<file path="src/hw/rtl/lemq_pkg.sv">
// package for the line envelope max query block
// shared widths, function and status codes, multiplier operand types
// no dependencies
`timescale 1ns / 1ps

package lemq_pkg;

  localparam int DEFAULT_HULL_DEPTH = 1024;

  localparam int FUNC_W   = 2;
  localparam int SLOPE_W  = 20;
  localparam int OFFSET_W = 48;
  localparam int X_W      = 32;
  localparam int VALUE_W  = 53;
  localparam int STATUS_W = 2;
  localparam int COUNT_W  = 11;

  // shared multiplier: signed 50 x signed 21
  localparam int MUL_A_W = OFFSET_W + 2;
  localparam int MUL_B_W = SLOPE_W + 1;
  localparam int MUL_P_W = MUL_A_W + MUL_B_W;

  typedef logic signed [MUL_A_W-1:0] mul_a_t;
  typedef logic signed [MUL_B_W-1:0] mul_b_t;
  typedef logic signed [MUL_P_W-1:0] mul_p_t;

  localparam logic [FUNC_W-1:0] FUNC_CLEAR = 2'd0;
  localparam logic [FUNC_W-1:0] FUNC_ADD   = 2'd1;
  localparam logic [FUNC_W-1:0] FUNC_QUERY = 2'd2;

  localparam logic [STATUS_W-1:0] ST_OK    = 2'd0;
  localparam logic [STATUS_W-1:0] ST_EMPTY = 2'd1;
  localparam logic [STATUS_W-1:0] ST_ORDER = 2'd2;
  localparam logic [STATUS_W-1:0] ST_FULL  = 2'd3;

endpackage

</file>
<file path="src/hw/rtl/lemq_mul.sv">
// shared signed multiplier with registered product
// depends on lemq_pkg
`timescale 1ns / 1ps

module lemq_mul (
  input  logic            clk,
  input  lemq_pkg::mul_a_t a,
  input  lemq_pkg::mul_b_t b,
  output lemq_pkg::mul_p_t p
);
  import lemq_pkg::*;

  mul_p_t p_r;

  // one product per cycle, result valid the cycle after the operands
  always_ff @(posedge clk) begin
    p_r <= MUL_P_W'(a) * MUL_P_W'(b);
  end

  assign p = p_r;

endmodule

</file>
<file path="config.mk">
export PLATFORM = sky130hd
export DESIGN_NAME = lemq_mul
export DESIGN_NICKNAME = d
export VERILOG_FILES = /design/src/hw/rtl/lemq_pkg.sv /design/src/hw/rtl/lemq_mul.sv
export SDC_FILE = /design/constraint.sdc
export NUM_CORES = 2
export LEC_CHECK = 0
export ABC_AREA = 1
export BUFFER_PORTS_ARGS = -buffer_cell sky130_fd_sc_hd__buf_2
export CAP_MARGIN = 40
export CORE_ASPECT_RATIO = 0.7
export CORE_UTILIZATION = 60
export CTS_CLUSTER_SIZE = 14
export DETAILED_ROUTE_END_ITERATION = 10
export GPL_TIMING_DRIVEN = 1
export MAX_ROUTING_LAYER = met4
export PLACE_DENSITY = 0.86
export SLEW_MARGIN = 10
export SYNTH_ARGS = -nofsm -noshare
export SYNTH_HDL_FRONTEND = slang
export SYNTH_SLANG_ARGS = --single-unit
export TNS_END_PERCENT = 30
</file>
<file path="constraint.sdc">
create_clock -name clk -period 6.25 [get_ports clk]
set_input_delay 0.625 -clock clk [delete_from_list [all_inputs] [get_ports clk]]
set_output_delay 0.625 -clock clk [all_outputs]
set_load 0.005 [all_outputs]
</file>
==> metrics.md <==
| Metric | Value |
|---|---|
| Final Hold Vio Count | `0` |
| Hold_sp | `a[0]` |
| CTS Buf Count | `9` |
| DP HPWL | `98,900 um` |
| Top cell type's share of synthesized area | `between 50% and 60%` |
| Final slew viol count | `0` |
| Syn avg cell area | `7.67 um^2` |
| Register area share after synthesis | `3.66%` |
| Register bit total from synthesis | `a little over 70` |
| Via total after detailed routing | `between 30,000 and 40,000` |
| CTS tree | `done` |
| Vias in the first global route | `around 37,000` |
| I/O Buffers | `142` |
| DIE HEIGHT | `between 200 and 250 um` |
| Max-cap violations | `0` |
| M2 GR Usage | `61.6%` |
| Hold EP | `p[0]$_DFF_P_` |
| Most frequent cells in the layout | `inv_1, nand2_1, fa_1, buf_4, ha_1` |
| Non-Filler Instances | `6,380` |
| Worst path arrival time | `a little under 7 ns` |
| Critical Path RT | `6.51 ns` |
| WL per Instance | `around 22 um` |
| Simple-gate share of the synthesized area | `around 19%` |
| CTS sink cnt | `71` |
| Row count | `just under 80` |
| Tmin final | `roughly 6.5 ns` |
| Largest family of logic cells by synthesized area | `adder cells` |
| CP max FO | `7` |
| Number of flip-flops in the largest register | `just over 70` |
| # DRC | `0` |
| Vias per cell | `roughly 5.7` |
| Grt ovf | `0` |
| Compound-Gate Fraction of Synth Area | `under 10%` |
| GP Congestion | `around 1.1` |
| Fillcell total | `between 4,000 and 5,000` |
| Area of the multi-input gates | `between 30,000 and 40,000 um^2` |
| Max_slew headroom | `58.5%` |
| Met1 Use GR | `approximately 48%` |
| Total Wirelength | `around 140,000 um` |
| Largest net degree at the start of global routing | `42` |
| Antenna violations before repair | `8` |
| Grt met3 use | `7.18%` |
| Crit end category | `flip-flop` |
| EDFF count, synth | `0` |
| Setup Viol. Count Final | `34` |
| CP Launch Type | `input pin` |
| Global route hottest layer | `met2` |
| Top cells by area, synth | `fa_1, inv_1, nand2_1` |
| Top FF cell, synth | `dfxtp_1` |
| Die area | `~66,000 um^2` |
| HP Class | `input pin to flip-flop` |
| XOR/XNOR Fraction of Synth Area | `less than 1%` |
| WS Path Type | `input pin to flip-flop` |
| Io pins | `between 100 and 150` |
| CTS H-tree lvls | `3` |
| Antenna viol nets, final | `0` |
| FFs w/ async S/R, synth | `0%` |
| Yosys warns | `0` |
| Post-Syn Area | `38,800 um^2` |
| Unrepaired setup endpoints after global routing | `true` |
| Worst slew pin tran | `just over 0.6 ns` |
| Final worst-path cycle share | `104%` |
| Die X | `~310 um` |
| DRT iter0 DRCs | `between 4,000 and 5,000` |
| Placed cells | `about 6,300` |
| Clk buf depth | `2` |
| Hold path depth | `4` |
| Status | `finished, violations left` |
| Failing checks | `setup timing` |
| Post-synthesis cell type count | `32` |
| Reg clk slew, reported paths | `approximately 0.08 ns` |
| Multiplexer area fraction after synthesis | `0%` |
| Area growth syn-to-layout | `21.3%` |
| GRT Total Usage | `38.3%` |
| First-pass GRT wire length | `190,000 um` |
| Synth Area in Adders | `a little under three fifths` |
| Register area | `around 1400 um^2` |
| DRT Pass-1 Iters | `10` |
| Cts hold-fix bufs | `0` |
| Most common cell after layout, fill and taps aside | `inv_1` |
| Most area-hungry cell type in the Yosys netlist | `fa_1` |
| Fmax | `roughly 150 MHz` |
| Final worst setup slack | `-0.243 ns` |
| Core area | `63,500 um^2` |
| CTS root buf | `clkbuf_16` |
| Post-Syn Instances | `5,061` |
| Layout Nets | `a little under 7,000` |
| Share of cells above drive strength 1 | `between 15 and 20%` |
| Syn_nets | `between 6,000 and 7,000` |
| Starting density of the core | `about three fifths` |
## cell families (layout without fill, tap and decap cells)
family,after synthesis,after routing
adders and majority gates,1179,1179
DFF,71,71
xor gates and xnor gates,37,37
AOI/OAI and AO/OA,120,120
buffers and inverters,1824,2300
other,0,14
and+or+nand+nor,1830,1830
## layer usage
| metal | vias to the layer above | part of all wire (%) |
|---|---|---|
| li1 | 14825 | - |
| met1 | 17376 | 33 |
| met2 | 3109 | 45 |
| met3 | 1001 | 14 |
| met4 | 0 | 8.0 |
| met5 | - | 0 |
## Yosys cell counts, types with 4 or more instances
cell,count
inv_1,1598
nand2_1,1499
fa_1,1010
clkbuf_1,224
nor2_1,180
ha_1,169
a21oi_1,72
dfxtp_1,71
nand3_1,63
xor2_1,34
o21ai_0,26
nand2_2,23
nand4_1,22
o21bai_1,14
nor2_2,10
or2_2,8
nor3_1,6
nor4_1,6
nand3_2,5
a21oi_2,4
## worst max-delay path by stage
| stage | startpoint | end | slack (ns) | cells after the start |
|---|---|---|---|---|
| finish | b[11] | p[47]$_DFF_P_ | -0.24 | 27 |
| global route | b[11] | p[47]$_DFF_P_ | -0.43 | 28 |
| floorplan | b[5] | p[70]$_DFF_P_ | 0.004 | 25 |
| global placement | b[7] | p[57]$_DFF_P_ | -0.41 | 23 |
| CTS | b[6] | p[31]$_DFF_P_ | -0.02 | 25 |
| detailed placement | b[9] | p[69]$_DFF_P_ | -0.60 | 25 |
## repair_timing
item	in CTS	in global routing
endpoints found under the hold margin	0	0
setup buffers	4	39
setup endpoints to repair	40	55
pin swaps	17	95
gates resized for setup	95	406
gates cloned	7	14
## through the flow
| step | instance area, um^2 | TNS [ns] | utilization (%) | setup WS [ns] | hold slack, ns |
|---|---|---|---|---|---|
| floorplan | 38900 | 0 | - | 0.00420 | 0.830 |
| global placement | 43900 | -14.67 | 69.1 | -0.408 | 1.00 |
| detailed placement | 43900 | -20.70 | 69.1 | -0.602 | 1.00 |
| CTS | 44800 | -0.0202 | 70.6 | -0.0164 | 0.724 |
| global route | 47000 | -9.98 | 74.1 | -0.432 | 0.750 |
| finish | 47000 | -2.79 | 74.1 | -0.243 | 0.741 |
## worst max-delay path, stage by stage
cell,delay [ns]
buf_12,0.11
buf_16,0.18
buf_4,0.15
buf_4,0.11
nand2_1,0.06
fa_1,0.49
inv_1,0.09
fa_1,0.50
inv_1,0.06
fa_1,0.50
inv_1,0.07
fa_1,0.56
fa_1,0.46
fa_1,0.52
inv_1,0.08
fa_1,0.53
inv_1,0.08
ha_4,0.30
nand2_1,0.16
nor2_4,0.19
inv_1,0.10
o21ai_1,0.26
nand2_1,0.13
nand2_1,0.16
inv_1,0.10
nand4_1,0.10
nand2_1,0.07
## layout make-up
cell class,count,area share [%]
Clock buffer,11,0.516
Clock inverter,5,0.221
Multi-Input combinational cell,3166,68.3
Antenna cell,14,0.0745
Sequential cell,71,3.02
Tap cell,829,2.20
Inverter,1599,12.8
Timing Repair Buffer,685,12.9
Power is left out: the tool's default activity adds up to more than one toggle a clock period on the data nets, which glitch-free logic cannot reach.
