--- config.mk ---
export PLATFORM = sky130hd
export DESIGN_NAME = lemq_ram
export DESIGN_NICKNAME = d
export VERILOG_FILES = /design/src/hw/rtl/lemq_ram.sv
export SDC_FILE = /design/constraint.sdc
export NUM_CORES = 1
export LEC_CHECK = 0
export CORE_MARGIN = 2
export CORE_UTILIZATION = 45
export CTS_CLUSTER_DIAMETER = 80
export DETAILED_ROUTE_END_ITERATION = 7
export DONT_BUFFER_PORTS = 1
export PLACE_DENSITY_LB_ADDON = 0.1
export SETUP_SLACK_MARGIN = 0.05
export SLEW_MARGIN = 10
export SYNTH_ARGS = -nofsm -noshare
export SYNTH_HDL_FRONTEND = slang
export SYNTH_SLANG_ARGS = --single-unit
--- constraint.sdc ---
create_clock -name clk -period 2.5 [get_ports clk]
set_clock_uncertainty 0.05 [all_clocks]
set_input_delay 0.25 -clock clk [delete_from_list [all_inputs] [get_ports clk]]
set_output_delay 0.25 -clock clk [all_outputs]
set_load 0.03 [all_outputs]
--- src/hw/rtl/lemq_ram.sv ---
// generic single write, single read RAM with registered read data
// no dependencies
`timescale 1ns / 1ps

module lemq_ram #(
  parameter int WIDTH = 8,
  parameter int DEPTH = 16
) (
  input  logic                     clk,
  input  logic                     wr_en,
  input  logic [$clog2(DEPTH)-1:0] wr_addr,
  input  logic [WIDTH-1:0]         wr_data,
  input  logic [$clog2(DEPTH)-1:0] rd_addr,
  output logic [WIDTH-1:0]         rd_data
);

  logic [WIDTH-1:0] mem [DEPTH];
  logic [WIDTH-1:0] rd_data_r;

  // write port and registered read port
  always_ff @(posedge clk) begin
    if (wr_en) begin
      mem[wr_addr] <= wr_data;
    end
    rd_data_r <= mem[rd_addr];
  end

  assign rd_data = rd_data_r;

endmodule

==> flow_results.xml, run 1 <==
<?xml version="1.0" encoding="UTF-8"?>
<metrics>
  <group name="sta">
    <metric name="final_min_period_over_clock_period" unit="%">59.5</metric>
    <metric name="timing_max_transition_violations_final" unit="">0</metric>
    <metric name="timing.final.hold_violations" unit="">0</metric>
    <metric name="relSlewSlack" unit="%">45.6</metric>
    <metric name="setup-violations-final" unit="">0</metric>
    <metric name="rsz_0062_raised_after_global_routing" unit="">false</metric>
    <metric name="worst_pin_slew" unit="ns">0.813</metric>
    <metric name="final.hold.worst_slack" unit="ns">0.0498</metric>
    <metric name="finalSetupTns" unit="ns">0</metric>
    <metric name="fmax" unit="MHz">672</metric>
    <metric name="timing.final.crit_period" unit="ns">1.49</metric>
  </group>
  <group name="routing">
    <metric name="routed_wirelength" unit="microns">10500</metric>
    <metric name="wire_per_inst" unit="microns">25.5</metric>
    <metric name="vias" unit="">2334</metric>
    <metric name="drt-vias-per-instance" unit="">5.68</metric>
    <metric name="ant_nets" unit="">0</metric>
    <metric name="drt_iter0_markers" unit="">203</metric>
    <metric name="drtPass1Iterations" unit="">4</metric>
    <metric name="drc" unit="">0</metric>
  </group>
  <group name="setup_path">
    <metric name="timing.setup.critical_path_class" unit="">reg2reg</metric>
    <metric name="timing.critical_path.cells" unit="">mux4_1 &gt; a22oi_1 &gt; nand2_1</metric>
    <metric name="worst_setup_path_start_kind" unit="">flop</metric>
    <metric name="crit_buf_inv" unit="">0</metric>
    <metric name="worstReg2RegEnd" unit="">rd_data[1]</metric>
    <metric name="r2r_slack" unit="ns">1.01</metric>
    <metric name="worstRegToRegCells" unit="">3</metric>
    <metric name="reg2reg_from" unit="">mem[8][1]</metric>
    <metric name="worst_ep_required_time" unit="ns">2.75</metric>
    <metric name="setup.worst_path.end_class" unit="">flop</metric>
    <metric name="worst_path_largest_cell_delay" unit="ns">0.58</metric>
    <metric name="cp_slowest_cell" unit="">mux4_1</metric>
    <metric name="worst_ep_arrival_time" unit="ns">1.74</metric>
    <metric name="critPathTopFamily" unit="">multiplexers</metric>
    <metric name="critPathMaxFanout" unit="">1</metric>
  </group>
  <group name="floorplan">
    <metric name="floorplan.io_pins" unit="">26</metric>
    <metric name="fp.coreArea" unit="sq um">11300</metric>
    <metric name="initial_core_util" unit="%">45.7</metric>
    <metric name="std_cell_rows" unit="">39</metric>
    <metric name="floorplan.die.width" unit="microns">111</metric>
    <metric name="floorplan.die_area" unit="sq um">12300</metric>
    <metric name="die_height" unit="microns">111</metric>
  </group>
  <group name="global_route">
    <metric name="first_global_vias" unit="">2402</metric>
    <metric name="grt_remaining_overflow" unit="">0</metric>
    <metric name="grt_use_total" unit="%">18.3</metric>
    <metric name="grt_start_max_net_pins" unit="">33</metric>
    <metric name="grt_pass1_wl" unit="microns">15500</metric>
    <metric name="antenna_found_initial" unit="">0</metric>
  </group>
  <group name="placement">
    <metric name="hpwlAfterDp" unit="microns">6070</metric>
    <metric name="place.port_buffers" unit="">0</metric>
    <metric name="routabilityCongestion" unit="">0.683</metric>
    <metric name="place_inst" unit="">372</metric>
  </group>
  <group name="cells_and_area">
    <metric name="layout.cells.non_filler" unit="">411</metric>
    <metric name="filler_cell_count" unit="">878</metric>
    <metric name="area.growth.synth_to_final" unit="%">15.8</metric>
    <metric name="final_core_utilization" unit="%">52.9</metric>
    <metric name="nNetsFinal" unit="">274</metric>
    <metric name="drive_gt1_share" unit="%">20.5</metric>
    <metric name="insertedDiodeCount" unit="">0</metric>
  </group>
  <group name="synthesis">
    <metric name="syn-instance-count" unit="">229</metric>
    <metric name="synthesis.nets" unit="">247</metric>
    <metric name="synth_area_per_cell" unit="sq um">22.5</metric>
    <metric name="synth-seq-area-share" unit="%">77.8</metric>
    <metric name="netlist-cell-type-count" unit="">19</metric>
    <metric name="yosys_register_bits" unit="">136</metric>
    <metric name="synth.yosys.warnings" unit="">0</metric>
    <metric name="syn_area" unit="sq um">5150</metric>
  </group>
  <group name="run">
    <metric name="max_cap_violations" unit="">0</metric>
  </group>
  <group name="pwr">
    <metric name="static-leakage-power" unit="nW">1.96</metric>
    <metric name="pwr-share-clk" unit="%">46.3</metric>
    <metric name="largest_vdd_supply_drop" unit="V">0.000528</metric>
    <metric name="cellPowerDensity" unit="nW/um^2">869</metric>
    <metric name="p_comb_share" unit="%">3.6</metric>
    <metric name="switching_share" unit="%">19.5</metric>
    <metric name="power_report.internal_total" unit="W">0.00417</metric>
    <metric name="sequential_fraction_of_design_power" unit="%">50.1</metric>
    <metric name="p_sw" unit="W">0.00101</metric>
    <metric name="totalPowerFinal" unit="W">0.00518</metric>
  </group>
  <group name="clocking">
    <metric name="max-clock-path-buffers" unit="">2</metric>
    <metric name="clock-root-buffer" unit="">clkbuf_16</metric>
    <metric name="tritoncts" unit="">yes</metric>
    <metric name="clk-insertion-delay-late" unit="ns">0.43</metric>
    <metric name="post_cts_resize_count" unit="">0</metric>
    <metric name="tritoncts_num_sinks" unit="">136</metric>
    <metric name="tritoncts.num_buffers" unit="">17</metric>
    <metric name="h-tree-depth" unit="">4</metric>
    <metric name="clk_pin_slew" unit="ns">0.05</metric>
  </group>
  <group name="worst_hold_path">
    <metric name="holdCritStartpoint" unit="">wr_addr[0]</metric>
    <metric name="hp-class" unit="">in2reg</metric>
    <metric name="worst_hold_path.num_cells" unit="">1</metric>
    <metric name="min_delay_worst_endpoint" unit="">mem[8][2]</metric>
  </group>
  <group name="status">
    <metric name="run_status" unit="">finished, final reports clean</metric>
  </group>
</metrics>
## cell type report
class / count / area, sq um / share of cell area (%)
Sequential cell: 136 / 4000 / 67.2
Tap cell: 143 / 179 / 3.00
Clock inverter: 12 / 134 / 2.25
Timing Repair Buffer: 18 / 155 / 2.60
Multi-Input combinational cell: 83 / 1060 / 17.7
Clock buffer: 19 / 433 / 7.26
## routing by layer
layer / vias to the layer above / track usage, % / routed length [microns]
li1: 1027 / - / -
met2: 63 / 26.0 / 4820
met1: 1227 / 25.8 / 4760
met5: - / 0 / 0
met3: 17 / 6.07 / 700
met4: 0 / 9.00 / 198
## cell usage after synthesis (all sizes together)
cell type	number	area (sq um)
edfxtp	128	3840
clkdlybuf4s25	3	30.0
nor2b	1	6.26
nand3b	2	15.0
nor2	13	48.8
a22oi	16	120
nand2	9	33.8
or3b	1	8.76
nand2b	2	12.5
and2b	1	7.51
and2	1	6.26
mux4	32	773
nor3	4	20.0
buf	7	56.3
nand3	1	5.00
dfxtp	8	160
## how the worst max path moves through the flow
stage          startpoint  cells past startpoint    endpoint  slack, ns
2_1_floorplan  wr_addr[2]                      2   mem[0][0]       0.71
3_3_place_gp   wr_addr[2]                      2  mem[10][5]       0.92
3_5_place_dp   wr_addr[2]                      2  mem[10][6]       0.91
4_1_cts         mem[8][1]                      3  rd_data[1]       0.99
5_1_grt        mem[10][5]                      3  rd_data[5]       0.98
6_report        mem[8][1]                      3  rd_data[1]       1.01
## sequential cells by signal, indices dropped and copies added (netlist names)
| signal | count |
|---|---|
| rd_data | 8 |
| mem | 128 |
## layout by cell type (no fill, tap or decap), types with 3 or more instances in the layout
master	instances
clkbuf_16	17
clkinv_1	3
dfxtp_1	8
buf_4	10
a22oi_1	16
clkinv_2	5
nor2_1	13
bufinv_16	3
nor3_1	4
mux4_1	14
mux4_2	18
nand2_1	9
dlygate4sd3_1	8
edfxtp_1	128
## metrics by stage
stage,setup slack [ns],cell area [sq um]
after floorplan,0.707,5150
final,1.01,5960
after detailed placement,0.912,5320
after global routing,0.977,5960
after CTS,0.985,5960
after global placement,0.923,5320
## worst register-to-register path, cell delays in order (launching register included)
cell and delay, ns:
edfxtp_1 0.39, mux4_1 0.58, a22oi_1 0.25, nand2_1 0.10
## cells by family after synthesis
| kind of cell | Yosys count | synth area share [%] |
|---|---|---|
| flops | 136 | 77.8 |
| simple gates | 35 | 3.18 |
| mux | 32 | 15.0 |
| compound gates | 16 | 2.33 |
| buf+inv | 10 | 1.68 |
## power by group through the flow
| stage | Combinational [W] | Clock [W] | Sequential [W] |
|---|---|---|---|
| 6_report | 0.000184 | 0.00240 | 0.00260 |
| 3_3_place_gp | 0.000141 | 0 | 0.00264 |
| 3_5_place_dp | 0.000142 | 0 | 0.00265 |
| 2_1_floorplan | 0.000129 | 0 | 0.00264 |
| 5_1_grt | 0.000198 | 0.00255 | 0.00260 |
| 4_1_cts | 0.000187 | 0.00244 | 0.00260 |
## repair_timing
item | CTS | global route
hold buffers | 8 | 0
buffers inserted | 0 | 0
hold endpoints to repair | 128 | 0
(Power assumes the default switching activity.)
==> inputs of run 2 (changes only) <==
==> constraint.sdc (replaced) <==
create_clock -name clk -period 1.4 [get_ports clk]
set_clock_uncertainty 0.05 [all_clocks]
set_input_delay 0.14 -clock clk [delete_from_list [all_inputs] [get_ports clk]]
set_output_delay 0.14 -clock clk [all_outputs]
set_load 0.03 [all_outputs]
==> run 2 against run 1 <==
The flow now finishes with violations (negative hold slack). Die area unchanged. Non-clock buffer count is 7 higher. Cell area is 2.5% higher. Via count fell by 0.13%. Global-route usage down 0.26 points. Sequential share of layout area shrank 1.6 points. First-iteration DRC count down 9.4%. Worst setup slack lost 0.98 ns. Utilization increased by 1.3 points. Largest cell class unchanged.
==> flow_results.xml, run 2 (synthesis results as in run 1) <==
<?xml version="1.0" encoding="UTF-8"?>
<metrics>
  <group name="status">
    <metric name="run_status" unit="">finished with violations</metric>
    <metric name="violations_in_the_final_reports" unit="">negative hold slack</metric>
  </group>
  <group name="cells_and_area">
    <metric name="layout_common_cells" unit="">128 x edfxtp_1, 26 x mux4_2, 17 x clkbuf_16, 17 x buf_4, 14 x a22oi_2</metric>
    <metric name="sequential_cell_area" unit="sq um">4000</metric>
    <metric name="mostFrequentLayoutCell" unit="">edfxtp_1</metric>
    <metric name="nNetsFinal" unit="">281</metric>
    <metric name="area.growth.synth_to_final" unit="%">18.7</metric>
    <metric name="final_core_utilization" unit="%">54.2</metric>
    <metric name="register_with_the_most_flip_flops" unit="">mem</metric>
    <metric name="filler_cell_count" unit="">862</metric>
    <metric name="final_cell_area" unit="sq um">6110</metric>
    <metric name="drive_gt1_share" unit="%">33.3</metric>
    <metric name="insertedDiodeCount" unit="">0</metric>
    <metric name="largest_register_ff_count" unit="">128</metric>
    <metric name="multi_input_comb_area" unit="sq um">1110</metric>
  </group>
  <group name="routing">
    <metric name="drt_iter0_markers" unit="">184</metric>
    <metric name="drt-vias-per-instance" unit="">5.56</metric>
    <metric name="vias" unit="">2331</metric>
    <metric name="ant_nets" unit="">0</metric>
    <metric name="drc" unit="">0</metric>
    <metric name="top_signal_layer_used" unit="">met4</metric>
    <metric name="detailroute.wirelength.met3" unit="microns">533</metric>
    <metric name="routed_wirelength" unit="microns">9980</metric>
    <metric name="drtPass1Iterations" unit="">4</metric>
    <metric name="met1_layer_wirelength_in_the_final_routing" unit="microns">4350</metric>
    <metric name="met2_wirelength" unit="microns">4960</metric>
    <metric name="wire_per_inst" unit="microns">23.8</metric>
  </group>
  <group name="floorplan">
    <metric name="floorplan.die.width" unit="microns">111</metric>
    <metric name="die_height" unit="microns">111</metric>
    <metric name="initial_core_util" unit="%">45.7</metric>
    <metric name="floorplan.io_pins" unit="">26</metric>
    <metric name="floorplan.die_area" unit="sq um">12300</metric>
    <metric name="fp.coreArea" unit="sq um">11300</metric>
    <metric name="std_cell_rows" unit="">39</metric>
  </group>
  <group name="clocking">
    <metric name="clock-root-buffer" unit="">clkbuf_16</metric>
    <metric name="tritoncts" unit="">yes</metric>
    <metric name="clk-insertion-delay-late" unit="ns">0.41</metric>
    <metric name="max-clock-path-buffers" unit="">2</metric>
    <metric name="hold_buffers" unit="">8</metric>
    <metric name="clk_pin_slew" unit="ns">0.06</metric>
    <metric name="h-tree-depth" unit="">4</metric>
    <metric name="tritoncts_num_sinks" unit="">136</metric>
    <metric name="tritoncts.num_buffers" unit="">17</metric>
    <metric name="cts.repair_timing.setup_buffer_count" unit="">0</metric>
  </group>
  <group name="pwr">
    <metric name="totalPowerFinal" unit="W">0.00951</metric>
    <metric name="largest_vdd_supply_drop" unit="V">0.000722</metric>
    <metric name="static-leakage-power" unit="nW">1.99</metric>
    <metric name="cellPowerDensity" unit="nW/um^2">1560</metric>
  </group>
  <group name="sta">
    <metric name="setup-violations-final" unit="">0</metric>
    <metric name="final_min_period_over_clock_period" unit="%">97.5</metric>
    <metric name="worst_pin_slew" unit="ns">0.951</metric>
    <metric name="timing.final.crit_period" unit="ns">1.36</metric>
    <metric name="timing.final.hold_violations" unit="">3</metric>
    <metric name="final.hold.worst_slack" unit="ns">-0.00604</metric>
    <metric name="fmax" unit="MHz">733</metric>
    <metric name="rsz_0062_raised_after_global_routing" unit="">true</metric>
    <metric name="relSlewSlack" unit="%">36.4</metric>
    <metric name="finalWorstSetupSlack" unit="ns">0.0352</metric>
    <metric name="timing_max_transition_violations_final" unit="">0</metric>
  </group>
  <group name="setup_path">
    <metric name="setup.worst_path.end" unit="">rd_data[2]</metric>
    <metric name="worst_ep_required_time" unit="ns">1.63</metric>
    <metric name="r2r_slack" unit="ns">0.04</metric>
    <metric name="timing.setup.critical_path_class" unit="">reg2reg</metric>
    <metric name="setup.worst_path.end_class" unit="">flop</metric>
    <metric name="worst_setup_path_start_kind" unit="">flop</metric>
    <metric name="worstRegToRegCells" unit="">3</metric>
    <metric name="crit_path_start" unit="">mem[9][2]</metric>
    <metric name="reg2reg_from" unit="">mem[9][2]</metric>
    <metric name="worstReg2RegEnd" unit="">rd_data[2]</metric>
    <metric name="critPathMaxFanout" unit="">1</metric>
    <metric name="worst_ep_arrival_time" unit="ns">1.60</metric>
  </group>
  <group name="global_route">
    <metric name="grt_pass1_wl" unit="microns">15500</metric>
    <metric name="first_global_vias" unit="">2579</metric>
    <metric name="antenna_found_initial" unit="">0</metric>
    <metric name="grt_remaining_overflow" unit="">0</metric>
    <metric name="grt_start_max_net_pins" unit="">33</metric>
    <metric name="grt_use_total" unit="%">18.1</metric>
  </group>
  <group name="worst_hold_path">
    <metric name="hp-class" unit="">in2reg</metric>
  </group>
  <group name="placement">
    <metric name="place.port_buffers" unit="">0</metric>
    <metric name="dp_slack" unit="ns">-0.0367</metric>
    <metric name="hpwlAfterDp" unit="microns">6240</metric>
    <metric name="detailed_place.area" unit="sq um">5380</metric>
    <metric name="routabilityCongestion" unit="">0.716</metric>
  </group>
  <group name="run">
    <metric name="max_cap_violations" unit="">0</metric>
  </group>
</metrics>
-- run 2: what timing repair did --
action,CTS,global route
pin swaps,3,3
setup endpoints to repair,7,7
endpoints found under the hold margin,135,5
gates resized for setup,13,9
-- run 2: area by class of cell --
cell class	count	share of cell area (%)
Multi-Input combinational cell	83	18.2
Clock inverter	15	2.99
Tap cell	143	2.93
Timing Repair Buffer	25	3.40
Sequential cell	136	65.5
Clock buffer	17	6.96
-- run 2: layer usage --
layer | vias up | global-route usage [%]
met1 | 1231 | 23.7
li1 | 1035 | -
met4 | 0 | 7.50
met2 | 55 | 27.5
met3 | 10 | 6.72
met5 | - | 0
-- run 2: critical path: stages, from the launching register on --
cell	delay [ns]
edfxtp_1	0.35
mux4_1	0.53
a22oi_2	0.20
nand2_1	0.11
-- run 2: report_power, final --
part | internal [W] | switching, W | total (W)
logic | 0.000168 | 0.000174 | 0.000343
registers | 0.00456 | 0.0000862 | 0.00464
clock network | 0.00295 | 0.00158 | 0.00453
-- run 2: worst min-delay path by stage --
stage,start,to,slack [ns],cells past startpoint
after CTS,rd_addr[1],rd_data[1],-0.03,3
after global placement,wr_data[6],mem[6][6],0.19,0
after global routing,rd_addr[1],rd_data[4],-0.02,3
final,rd_addr[1],rd_data[1],-0.006,3
after detailed placement,wr_data[5],mem[10][5],0.19,0
after floorplan,wr_data[0],mem[0][0],0.19,0
-- run 2: per-stage QoR --
| step | cells | setup TNS, ns | hold slack (ns) |
|---|---|---|---|
| 2_1_floorplan | 229 | -1.66 | 0.189 |
| 3_3_place_gp | 379 | 0 | 0.190 |
| 3_5_place_dp | 379 | -0.0700 | 0.190 |
| 4_1_cts | 419 | 0 | -0.0310 |
| 5_1_grt | 419 | -0.0194 | -0.0180 |
| 6_report | 419 | 0 | -0.00604 |
==> inputs of run 3 (changes only) <==
--- a/config.mk
+++ b/config.mk
@@ -8,6 +8,7 @@
 export CORE_MARGIN = 2
 export CORE_UTILIZATION = 45
 export CTS_CLUSTER_DIAMETER = 80
+export CTS_CLUSTER_SIZE = 12
 export DETAILED_ROUTE_END_ITERATION = 7
 export DONT_BUFFER_PORTS = 1
 export PLACE_DENSITY_LB_ADDON = 0.1
==> constraint.sdc (replaced) <==
create_clock -name clk -period 1.4 [get_ports clk]
set_clock_uncertainty 0.05 [all_clocks]
set_input_delay 0 -clock clk [delete_from_list [all_inputs] [get_ports clk]]
set_output_delay 0 -clock clk [all_outputs]
set_load 0.03 [all_outputs]
==> run 3 against run 2 <==
The flow still finishes with violations (negative hold slack). Sequential cell count unchanged. Clock-buffer cell count unchanged. Cell count grew 0.24%. Worst setup slack improved by 0.056 ns. Hold slack worse by 0.14 ns. Die area did not move. Power shrank 2.7%. Utilization shrank 0.43 points. Sequential power hardly changed. Fmax rose by 4.3%. Critical path type unchanged. Critical endpoint is now rd_data[0].
==> flow_results.xml, run 3 (synthesis results as in run 1) <==
<?xml version="1.0" encoding="UTF-8"?>
<metrics>
  <group name="setup_path">
    <metric name="worstReg2RegEnd" unit="">rd_data[0]</metric>
    <metric name="r2r_slack" unit="ns">0.09</metric>
    <metric name="reg2reg_from" unit="">mem[6][0]</metric>
    <metric name="worstRegToRegCells" unit="">3</metric>
    <metric name="setup.worst_path.end_class" unit="">flop</metric>
    <metric name="logic_depth_of_the_worst_path_buffers_included" unit="">3</metric>
    <metric name="worst_ep_required_time" unit="ns">1.64</metric>
    <metric name="worst_path_largest_cell_delay" unit="ns">0.53</metric>
    <metric name="worst_ep_arrival_time" unit="ns">1.55</metric>
    <metric name="crit_buf_inv" unit="">0</metric>
    <metric name="worst_setup_path_start_kind" unit="">flop</metric>
    <metric name="timing.setup.critical_path_class" unit="">reg2reg</metric>
    <metric name="cp_slowest_cell" unit="">mux4_1</metric>
    <metric name="critPathMaxFanout" unit="">1</metric>
    <metric name="critPathTopFamily" unit="">multiplexers</metric>
    <metric name="timing.critical_path.cells" unit="">mux4_1 &gt; a22oi_1 &gt; nand2_1</metric>
  </group>
  <group name="routing">
    <metric name="drtPass1Iterations" unit="">4</metric>
    <metric name="wire_per_inst" unit="microns">23.2</metric>
    <metric name="ant_nets" unit="">0</metric>
    <metric name="vias" unit="">2336</metric>
    <metric name="drc" unit="">0</metric>
    <metric name="drt_iter0_markers" unit="">194</metric>
    <metric name="drt-vias-per-instance" unit="">5.56</metric>
    <metric name="routed_wirelength" unit="microns">9730</metric>
  </group>
  <group name="sta">
    <metric name="final_min_period_over_clock_period" unit="%">93.5</metric>
    <metric name="timing.final.crit_period" unit="ns">1.31</metric>
    <metric name="finalWorstSetupSlack" unit="ns">0.0911</metric>
    <metric name="finalSetupTns" unit="ns">0</metric>
    <metric name="final.hold.worst_slack" unit="ns">-0.148</metric>
    <metric name="relSlewSlack" unit="%">34.0</metric>
    <metric name="rsz_0062_raised_after_global_routing" unit="">true</metric>
    <metric name="timing.final.hold_violations" unit="">8</metric>
    <metric name="setup-violations-final" unit="">0</metric>
    <metric name="fmax" unit="MHz">764</metric>
    <metric name="worst_pin_slew" unit="ns">0.988</metric>
    <metric name="timing_max_transition_violations_final" unit="">0</metric>
  </group>
  <group name="cells_and_area">
    <metric name="nNetsFinal" unit="">283</metric>
    <metric name="final_cell_area" unit="sq um">6060</metric>
    <metric name="insertedDiodeCount" unit="">0</metric>
    <metric name="filler_cell_count" unit="">883</metric>
    <metric name="area.growth.synth_to_final" unit="%">17.8</metric>
    <metric name="final_core_utilization" unit="%">53.8</metric>
    <metric name="drive_gt1_share" unit="%">31.0</metric>
    <metric name="layout_common_cells" unit="">128 x edfxtp_1, 27 x mux4_2, 17 x clkbuf_16, 17 x buf_4, 13 x nor2_1</metric>
    <metric name="mostFrequentLayoutCell" unit="">edfxtp_1</metric>
    <metric name="register_with_the_most_flip_flops" unit="">mem</metric>
    <metric name="largest_register_ff_count" unit="">128</metric>
  </group>
  <group name="floorplan">
    <metric name="fp.coreArea" unit="sq um">11300</metric>
    <metric name="floorplan.die_area" unit="sq um">12300</metric>
    <metric name="floorplan.die.width" unit="microns">111</metric>
    <metric name="die_height" unit="microns">111</metric>
    <metric name="floorplan.io_pins" unit="">26</metric>
    <metric name="std_cell_rows" unit="">39</metric>
    <metric name="initial_core_util" unit="%">45.7</metric>
  </group>
  <group name="clocking">
    <metric name="clk-insertion-delay-late" unit="ns">0.42</metric>
    <metric name="clk_pin_slew" unit="ns">0.06</metric>
    <metric name="tritoncts_num_sinks" unit="">136</metric>
    <metric name="tritoncts.num_buffers" unit="">17</metric>
    <metric name="clock-root-buffer" unit="">clkbuf_16</metric>
    <metric name="hold_buffers" unit="">10</metric>
    <metric name="cts.repair_timing.setup_buffer_count" unit="">0</metric>
    <metric name="max-clock-path-buffers" unit="">2</metric>
    <metric name="h-tree-depth" unit="">4</metric>
    <metric name="tritoncts" unit="">yes</metric>
  </group>
  <group name="pwr">
    <metric name="largest_vdd_supply_drop" unit="V">0.00106</metric>
    <metric name="static-leakage-power" unit="nW">1.97</metric>
    <metric name="totalPowerFinal" unit="W">0.00925</metric>
    <metric name="cellPowerDensity" unit="nW/um^2">1530</metric>
  </group>
  <group name="global_route">
    <metric name="antenna_found_initial" unit="">0</metric>
    <metric name="grt_use_total" unit="%">17.5</metric>
    <metric name="grt_start_max_net_pins" unit="">33</metric>
    <metric name="grt_remaining_overflow" unit="">0</metric>
    <metric name="first_global_vias" unit="">2601</metric>
    <metric name="grt_pass1_wl" unit="microns">15100</metric>
  </group>
  <group name="worst_hold_path">
    <metric name="worst_hold_path.num_cells" unit="">3</metric>
    <metric name="holdCritStartpoint" unit="">rd_addr[1]</metric>
    <metric name="min_delay_worst_endpoint" unit="">rd_data[1]</metric>
    <metric name="hp-class" unit="">in2reg</metric>
  </group>
  <group name="placement">
    <metric name="place.port_buffers" unit="">0</metric>
    <metric name="routabilityCongestion" unit="">0.715</metric>
    <metric name="hpwlAfterDp" unit="microns">5880</metric>
    <metric name="detailed_place.area" unit="sq um">5370</metric>
    <metric name="dp_slack" unit="ns">0.0160</metric>
  </group>
  <group name="run">
    <metric name="max_cap_violations" unit="">0</metric>
  </group>
  <group name="status">
    <metric name="violations_in_the_final_reports" unit="">negative hold slack</metric>
    <metric name="run_status" unit="">finished with violations</metric>
  </group>
</metrics>
==> run 3: cell types whose count changed in the layout (fill, tap and decap cells not counted), sizes merged <==
cell         previous run  this run
dlygate4sd3             8        10
clkinv                  8         6
bufinv                  4         2
clkinvlp                2         4
inv                     1         2
==> run 3: metal layers <==
metal	part of all wire, %	up-vias	global-route usage (%)
li1	-	1036	-
met1	44	1228	22.6
met2	49	58	27.4
met3	5.4	14	6.07
met4	1.7	0	7.08
met5	0	-	0
==> run 3: worst min-delay path: stages <==
cell	delay, ns
mux4_1	0.13
a22oi_1	0.08
nand2_1	0.06
==> run 3: final cells by class <==
cell class,instances,area [sq um],area share [%]
flip-flops and latches,136,4000,66.0
multi-input cells,83,1070,17.7
clock buffers,17,425,7.02
repair buffers,27,228,3.76
well taps,143,179,2.95
clock inverters,14,153,2.52
==> run 3: per-stage QoR <==
stage / hold slack, ns / std cells
after floorplan: 0.0489 / 229
after global placement: 0.0497 / 379
after detailed placement: 0.0497 / 379
after CTS: -0.178 / 420
after global routing: -0.147 / 420
final: -0.148 / 420
==> run 3: power by group <==
| part | switching [W] | internal [W] | total [W] | leakage [nW] |
|---|---|---|---|---|
| registers | 0.0000870 | 0.00455 | 0.00464 | 1.22 |
| logic | 0.000169 | 0.000169 | 0.000338 | 0.470 |
| clock network | 0.00166 | 0.00262 | 0.00427 | 0.272 |
| total | 0.00191 | 0.00734 | 0.00925 | 1.97 |
==> run 3: how the worst max path moves through the flow <==
stage / startpoint / end
2_1_floorplan: wr_addr[2] / mem[3][0]
4_1_cts: mem[9][3] / rd_data[3]
3_5_place_dp: mem[14][0] / rd_data[0]
6_report: mem[6][0] / rd_data[0]
5_1_grt: mem[3][4] / rd_data[4]
3_3_place_gp: mem[9][5] / rd_data[5]
==> run 3: repair_timing <==
action                                  in CTS  in global routing
endpoints found under the setup margin       4                  8
endpoints found under the hold margin      168                  8
pin swaps                                    0                  4
resized for setup                            4                 14
